File: src/dpp_pkg.sv
// ----------------------------------------------------------------------------
// dpp_pkg
// Shared widths, types and helpers for the direction-to-pixel projection.
// ----------------------------------------------------------------------------
package dpp_pkg;

    localparam int CB         = 21;               // bits per Q8.12 component
    localparam int VW         = 3 * CB;           // packed vector register
    localparam int DOTW       = 2 * CB + 3;       // any dot product, signed
    localparam int LOW        = (DOTW - 1) / 2;   // low slice of a split operand
    localparam int HIW        = DOTW - LOW;       // high slice, signed
    localparam int PPW        = 2 * HIW;          // partial product
    localparam int PRW        = 2 * DOTW;         // full product
    localparam int RW         = PRW - 1;          // ratio numerator/denominator
    localparam int AW         = RW + 2;           // divider accumulator
    localparam int PXW        = 13;               // pixel coordinate / size
    localparam int MAX_RES    = 4096;
    localparam int IDXW       = 3;
    localparam int QSW        = DOTW + 15;        // q scaled by threshold
    localparam int THRESH_DEN = 10000;
    localparam int THRESH_ONE = 1 << 24;

    typedef enum logic [IDXW-1:0] {
        REG_ORIGIN = 3'd0,
        REG_VIEW   = 3'd1,
        REG_CORNER = 3'd2,
        REG_XAXIS  = 3'd3,
        REG_YAXIS  = 3'd4,
        REG_WIDTH  = 3'd5,
        REG_HEIGHT = 3'd6
    } reg_idx_t;

    typedef logic signed [CB-1:0]   comp_t;
    typedef logic signed [DOTW-1:0] dot_t;

    typedef struct packed {
        logic [VW-1:0]  nv;
        logic [VW-1:0]  xv;
        logic [VW-1:0]  yv;
        dot_t           n;
        dot_t           dxc;
        dot_t           dyc;
        dot_t           xx;
        dot_t           yy;
        logic           ok;
        logic [PXW-1:0] sw;
        logic [PXW-1:0] sh;
    } cfg_t;

    typedef struct packed {
        logic           hit;
        logic [RW-1:0]  rnx;
        logic [RW-1:0]  rdx;
        logic [RW-1:0]  rny;
        logic [RW-1:0]  rdy;
        logic [RW-1:0]  remx;
        logic [RW-1:0]  remy;
        logic [PXW-1:0] qx;
        logic [PXW-1:0] qy;
    } div_t;

    typedef struct packed {
        logic [RW-1:0]  rem;
        logic [PXW-1:0] q;
    } dstep_t;

    function automatic comp_t comp(input logic [VW-1:0] v, input int i);
        comp_t c;
        c = v[i*CB +: CB];
        return c;
    endfunction

    // One radix step of floor(size * rn / rd), size fed MSB first.
    // rem < rd on entry, so the digit is 0, 1 or 2.
    function automatic dstep_t dig_step(input logic [RW-1:0] rem,
                                        input logic [RW-1:0] rn,
                                        input logic [RW-1:0] rd,
                                        input logic sbit,
                                        input logic [PXW-1:0] q);
        logic [AW-1:0] t;
        logic [AW-1:0] t1;
        logic [AW-1:0] t2;
        dstep_t        r;
        t  = AW'({rem, 1'b0}) + (sbit ? AW'(rn) : '0);
        t1 = t - AW'(rd);
        t2 = t - AW'({rd, 1'b0});
        if (!t2[AW-1])
        begin
            r.rem = t2[RW-1:0];
            r.q   = PXW'({q, 1'b0}) + PXW'(2);
        end
        else if (!t1[AW-1])
        begin
            r.rem = t1[RW-1:0];
            r.q   = PXW'({q, 1'b0}) + PXW'(1);
        end
        else
        begin
            r.rem = t[RW-1:0];
            r.q   = PXW'({q, 1'b0});
        end
        return r;
    endfunction

endpackage

File: src/dpp_div_stage.sv
// ----------------------------------------------------------------------------
// dpp_div_stage
// One pipelined digit step of floor(size * rn / rd) for both screen axes.
// ----------------------------------------------------------------------------
module dpp_div_stage
    import dpp_pkg::*;
#(
    parameter int STEP = 0
)
(
    input  logic           clk,
    input  logic           rst_n,
    input  logic [PXW-1:0] sw,
    input  logic [PXW-1:0] sh,
    input  logic           in_v,
    input  div_t           in_d,
    output logic           up_rdy,
    output logic           out_v,
    output div_t           out_d,
    input  logic           dn_rdy
);

    logic   v_reg;
    div_t   d_reg;
    div_t   d_next;
    logic   en;
    dstep_t sx, sy;

    assign en     = !v_reg || dn_rdy;
    assign up_rdy = en;

    assign sx = dig_step(in_d.remx, in_d.rnx, in_d.rdx, sw[PXW-1-STEP], in_d.qx);
    assign sy = dig_step(in_d.remy, in_d.rny, in_d.rdy, sh[PXW-1-STEP], in_d.qy);

    always_comb
    begin
        d_next      = in_d;
        d_next.remx = sx.rem;
        d_next.qx   = sx.q;
        d_next.remy = sy.rem;
        d_next.qy   = sy.q;
    end

    always_ff @(posedge clk or negedge rst_n)
    begin
        if (!rst_n)
        begin
            v_reg <= 1'b0;
        end
        else if (en)
        begin
            v_reg <= in_v;
        end
    end

    always_ff @(posedge clk)
    begin
        if (en)
        begin
            d_reg <= d_next;
        end
    end

    assign out_v = v_reg;
    assign out_d = d_reg;

endmodule

File: config.mk
export PLATFORM = sky130hd
export DESIGN_NAME = dpp_div_stage
export DESIGN_NICKNAME = d
export VERILOG_FILES = /design/src/dpp_pkg.sv /design/src/dpp_div_stage.sv
export SDC_FILE = /design/constraint.sdc
export NUM_CORES = 2
export LEC_CHECK = 0
export ABC_AREA = 1
export BUFFER_PORTS_ARGS = -buffer_cell sky130_fd_sc_hd__buf_2
export CAP_MARGIN = 20
export CORE_AREA = 2 2 445 447
export CTS_CLUSTER_SIZE = 16
export DETAILED_ROUTE_END_ITERATION = 10
export DIE_AREA = 0 0 447 449
export PLACE_DENSITY = 0.63
export SYNTH_ARGS = -nofsm -noshare
export SYNTH_HDL_FRONTEND = slang
export SYNTH_SLANG_ARGS = --single-unit
File: constraint.sdc
create_clock -name clk -period 12.62 [get_ports clk]
set_clock_uncertainty 0.15 [all_clocks]
set_input_delay 0.631 -clock clk [delete_from_list [all_inputs] [get_ports clk]]
set_output_delay 0.631 -clock clk [all_outputs]
set_load 0.02 [all_outputs]
==> metrics.txt <==
# TYPE chip_impl_metric gauge
chip_impl_info{name="run_status",value="finished, final reports clean"} 1
chip_impl_metric{name="clockBufferDepth",unit=""} 3
chip_impl_metric{name="utilization",unit="%"} 39.7
chip_impl_metric{name="clk_transition_reported_paths",unit="ns"} 0.07
chip_impl_metric{name="number_of_standard_cells_after_synthesis",unit=""} 9772
chip_impl_metric{name="setup-tns-final",unit="ns"} 0
chip_impl_metric{name="grt_pass1_wl",unit="mm"} 501
chip_impl_metric{name="grt_antenna_before_repair",unit=""} 38
chip_impl_info{name="critical_path.most_common_cell",value="nand2_1"} 1
chip_impl_metric{name="cp.arrival",unit="ns"} 9.50
chip_impl_info{name="yosys.cell_count.top_type",value="nand2_1"} 1
chip_impl_info{name="critPathKind",value="in2reg"} 1
chip_impl_metric{name="synth_top_area_share",unit="%"} 26.2
chip_impl_metric{name="fmaxAchievable",unit="MHz"} 110
chip_impl_info{name="rsz0062_at_grt",value="false"} 1
chip_impl_info{name="holdCritPathClass",value="in2reg"} 1
chip_impl_metric{name="fraction_of_final_layout_cells_with_drive_strength_greater_than_1",unit="%"} 12.1
chip_impl_metric{name="avgRoutedWirePerCell",unit="um"} 26.2
chip_impl_metric{name="synth_fp_nets",unit=""} 10900
chip_impl_metric{name="yosys_warnings",unit=""} 0
chip_impl_info{name="cts_root_buffer",value="clkbuf_16"} 1
chip_impl_metric{name="die_w",unit="um"} 447
chip_impl_metric{name="dieHeight",unit="um"} 449
chip_impl_metric{name="worst_ep_required_time",unit="ns"} 13.04
chip_impl_metric{name="floorplan.core_area",unit="um2"} 196000
chip_impl_metric{name="detail-route-antenna-nets",unit=""} 0
chip_impl_metric{name="netlist-cell-type-count",unit=""} 63
chip_impl_metric{name="floorplan.die_area",unit="um2"} 201000
chip_impl_metric{name="synth_area_per_cell",unit="um2"} 6.57
chip_impl_metric{name="grt_pass1_vias",unit=""} 70300
chip_impl_metric{name="netlist_area",unit="um2"} 64200
chip_impl_metric{name="port-buffer-count",unit=""} 1127
chip_impl_metric{name="rows",unit=""} 163
chip_impl_info{name="synth_area_leader_cell",value="edfxtp_1"} 1
chip_impl_metric{name="power_frac_clock",unit="%"} 16.8
chip_impl_metric{name="via_per_inst",unit=""} 5.42
chip_impl_metric{name="grt_overflow_total",unit=""} 0
chip_impl_metric{name="postSynthRegisterBits",unit=""} 562
chip_impl_metric{name="p_leak",unit="nW"} 36.7
chip_impl_info{name="ys_top_cells_by_area",value="edfxtp_1 26%, nand2_1 11%, inv_1 10%, ha_1 10%, nor2_1 7.7%"} 1
chip_impl_metric{name="finish.net_count",unit=""} 12300
chip_impl_metric{name="switchingPower",unit="mW"} 6.36
chip_impl_metric{name="seq_area_frac_synth",unit="%"} 26.3
chip_impl_metric{name="synth_enable_flop_cells",unit=""} 561
chip_impl_metric{name="detailroute.via_count",unit=""} 75300
chip_impl_metric{name="cts_htree_levels",unit=""} 3
chip_impl_info{name="timing.critical_path.to_type",value="flip-flop"} 1
chip_impl_metric{name="detail_route.iter0.violations",unit=""} 9180
chip_impl_metric{name="cts_sinks",unit=""} 562
chip_impl_metric{name="post-route-min-period",unit="ns"} 9.08
chip_impl_metric{name="power.combinational.fraction",unit="%"} 60.8
chip_impl_metric{name="place_congestion",unit=""} 1.11
chip_impl_info{name="cp_slowest_cell",value="nand2_4"} 1
chip_impl_info{name="ys_top_cells_by_count",value="1,897 x nand2_1, 1,783 x inv_1, 1,317 x nor2_1"} 1
chip_impl_metric{name="final_min_period_over_clock_period",unit="%"} 71.9
chip_impl_metric{name="post-route-worst-setup-slack",unit="ns"} 3.54
chip_impl_info{name="dominantRegCellSynth",value="edfxtp_1"} 1
chip_impl_metric{name="grt_start_max_net_pins",unit=""} 126
chip_impl_metric{name="detailedRoute.firstPassIterationCount",unit=""} 8
chip_impl_metric{name="worstPathMaxFanout",unit=""} 59
chip_impl_metric{name="max_cap_violations",unit=""} 0
chip_impl_metric{name="async_reset_ff_share",unit="%"} 0.178
chip_impl_metric{name="worst_slew_margin_rel",unit="%"} 10.7
chip_impl_metric{name="power.switching_fraction",unit="%"} 52.8
chip_impl_metric{name="finalSetupViolations",unit=""} 0
chip_impl_metric{name="power.sequential.fraction",unit="%"} 22.4
chip_impl_metric{name="critPathMaxStageDelay",unit="ns"} 1.01
chip_impl_metric{name="post_cts.repair.setup_buffers",unit=""} 0
chip_impl_metric{name="hold_fails_final_rpt",unit=""} 0
chip_impl_metric{name="route.detailed.drc",unit=""} 0
chip_impl_metric{name="intPower",unit="mW"} 5.68
chip_impl_metric{name="drv_slew",unit=""} 0
chip_impl_metric{name="numCtsBuffers",unit=""} 67
chip_impl_info{name="startpoint_type",value="input pin"} 1
chip_impl_metric{name="totalPowerFinal",unit="mW"} 12.0
chip_impl_metric{name="drt_wl_total",unit="mm"} 364
chip_impl_metric{name="fillCellCount",unit=""} 21800
chip_impl_metric{name="worst-slew-pin-transition",unit="ns"} 1.33
chip_impl_metric{name="sum_of_net_half_perimeters_after_detailed_placement",unit="mm"} 315
chip_impl_metric{name="power.density",unit="nW/um2"} 155
chip_impl_info{name="cts_tree",value="done"} 1
chip_impl_metric{name="clock_latency",unit="ns"} 0.74
chip_impl_metric{name="area_growth_syn_to_layout",unit="%"} 21.3
chip_impl_metric{name="io_pins",unit=""} 1154
chip_impl_metric{name="initial_core_utilization",unit="%"} 32.7
chip_impl_metric{name="pre_cts_worst_setup_slack",unit="ns"} 3.50
chip_impl_metric{name="max-vdd-ir-drop",unit="mV"} 0.135
chip_impl_metric{name="gr-usage-all-layers",unit="%"} 34.8
worst max-delay path: cells and delay by family:
family	cells	cell delay (ns)
buf+inv	3	0.72
xor+xnor	1	0.91
simple gates	16	3.98
fa+ha+maj	3	1.35
compound gates	7	1.83
through the flow:
step | area, um2 | hold slack, ns | cells
6_report | 77900 | 0.0120 | 13900
5_1_grt | 77800 | 0.0154 | 13900
4_1_cts | 77800 | 0.00238 | 13900
3_5_place_dp | 72800 | 0.257 | 13500
3_3_place_gp | 72800 | 0.256 | 13500
2_1_floorplan | 64200 | 0.185 | 9772
placed cells by master (no fill, tap or decap), types with 53 or more instances in the layout:
| cell type | netlist | layout |
|---|---|---|
| nand3_1 | 766 | 766 |
| a31oi_1 | 101 | 101 |
| buf_2 | 58 | 1127 |
| edfxtp_1 | 561 | 561 |
| o21ai_0 | 589 | 588 |
| xor2_1 | 293 | 293 |
| a21oi_1 | 945 | 945 |
| inv_1 | 1783 | 1783 |
| nand4_1 | 53 | 53 |
| nor2_1 | 1317 | 1317 |
| a21o_1 | 82 | 82 |
| dlygate4sd3_1 | 0 | 282 |
| nand2_1 | 1897 | 1896 |
| xnor2_1 | 184 | 184 |
| clkbuf_16 | 0 | 67 |
| ha_1 | 534 | 534 |
| o21a_1 | 68 | 68 |
| nor3_1 | 92 | 92 |
| o21bai_1 | 106 | 106 |
cells by family (layout without fill, tap and decap cells):
logic type,Yosys count,in the layout,share of synthesized area (%)
buffers and inverters,1915,3364,11.6
AO/OA/AOI/OAI,2004,2004,17.3
other,0,28,0
flip-flops,562,562,26.3
adder cells (fa/ha/maj),540,540,10.6
XOR/XNOR,477,477,6.51
AND/OR/NAND/NOR,4274,4274,27.7
flip-flops by register name (all words and copies together) (netlist names):
register and count:
out_d 561, out_v 1
timing repair:
item,in CTS,in global routing
hold buffers,282,0
resized for setup,0,0
hold endpoints to repair,281,0
worst paths after layout:
kind | startpoint | to | slack (ns) | cells after the start
worst max-delay path | in_d[472] | out_d[191] | 3.54 | 30
worst min-delay path | in_d[206] | out_d[206] | 0.01 | 1
worst max register to register | out_v | out_d[97] | 9.19 | 3
worst min register to register | out_v | out_d[500] | 1.12 | 1
max in group asynchronous | rst_n | out_v | 11.59 | 3
min in group asynchronous | rst_n | out_v | 0.61 | 3
cell type report:
type | count | area [um2] | share of cell area, %
tap | 2640 | 3300 | 4.24
sequential | 562 | 16900 | 21.7
antenna | 28 | 70.1 | 0.0900
timing repair buffer | 1455 | 8830 | 11.3
multi-input combinational | 7295 | 39900 | 51.3
inverter | 1789 | 6720 | 8.62
clock buffer | 83 | 1740 | 2.23
clock inverter | 37 | 432 | 0.554
layer usage:
metal | up-vias | share of wire (%) | track usage (%)
li1 | 35000 | - | -
met2 | 4173 | 42 | 51.6
met1 | 35400 | 41 | 46.3
met4 | 14 | 7.3 | 21.3
met5 | - | 0.027 | 0
met3 | 672 | 10 | 6.74
power groups by stage:
stage          logic (mW)  registers [mW]  clock network [mW]
2_1_floorplan        3.70            3.18                   0
5_1_grt              7.67            2.72                2.12
6_report             7.32            2.70                2.02
3_3_place_gp         6.96            2.72                   0
3_5_place_dp         6.93            2.73                   0
4_1_cts              7.03            2.70                2.05
(Power assumes the default switching activity.)
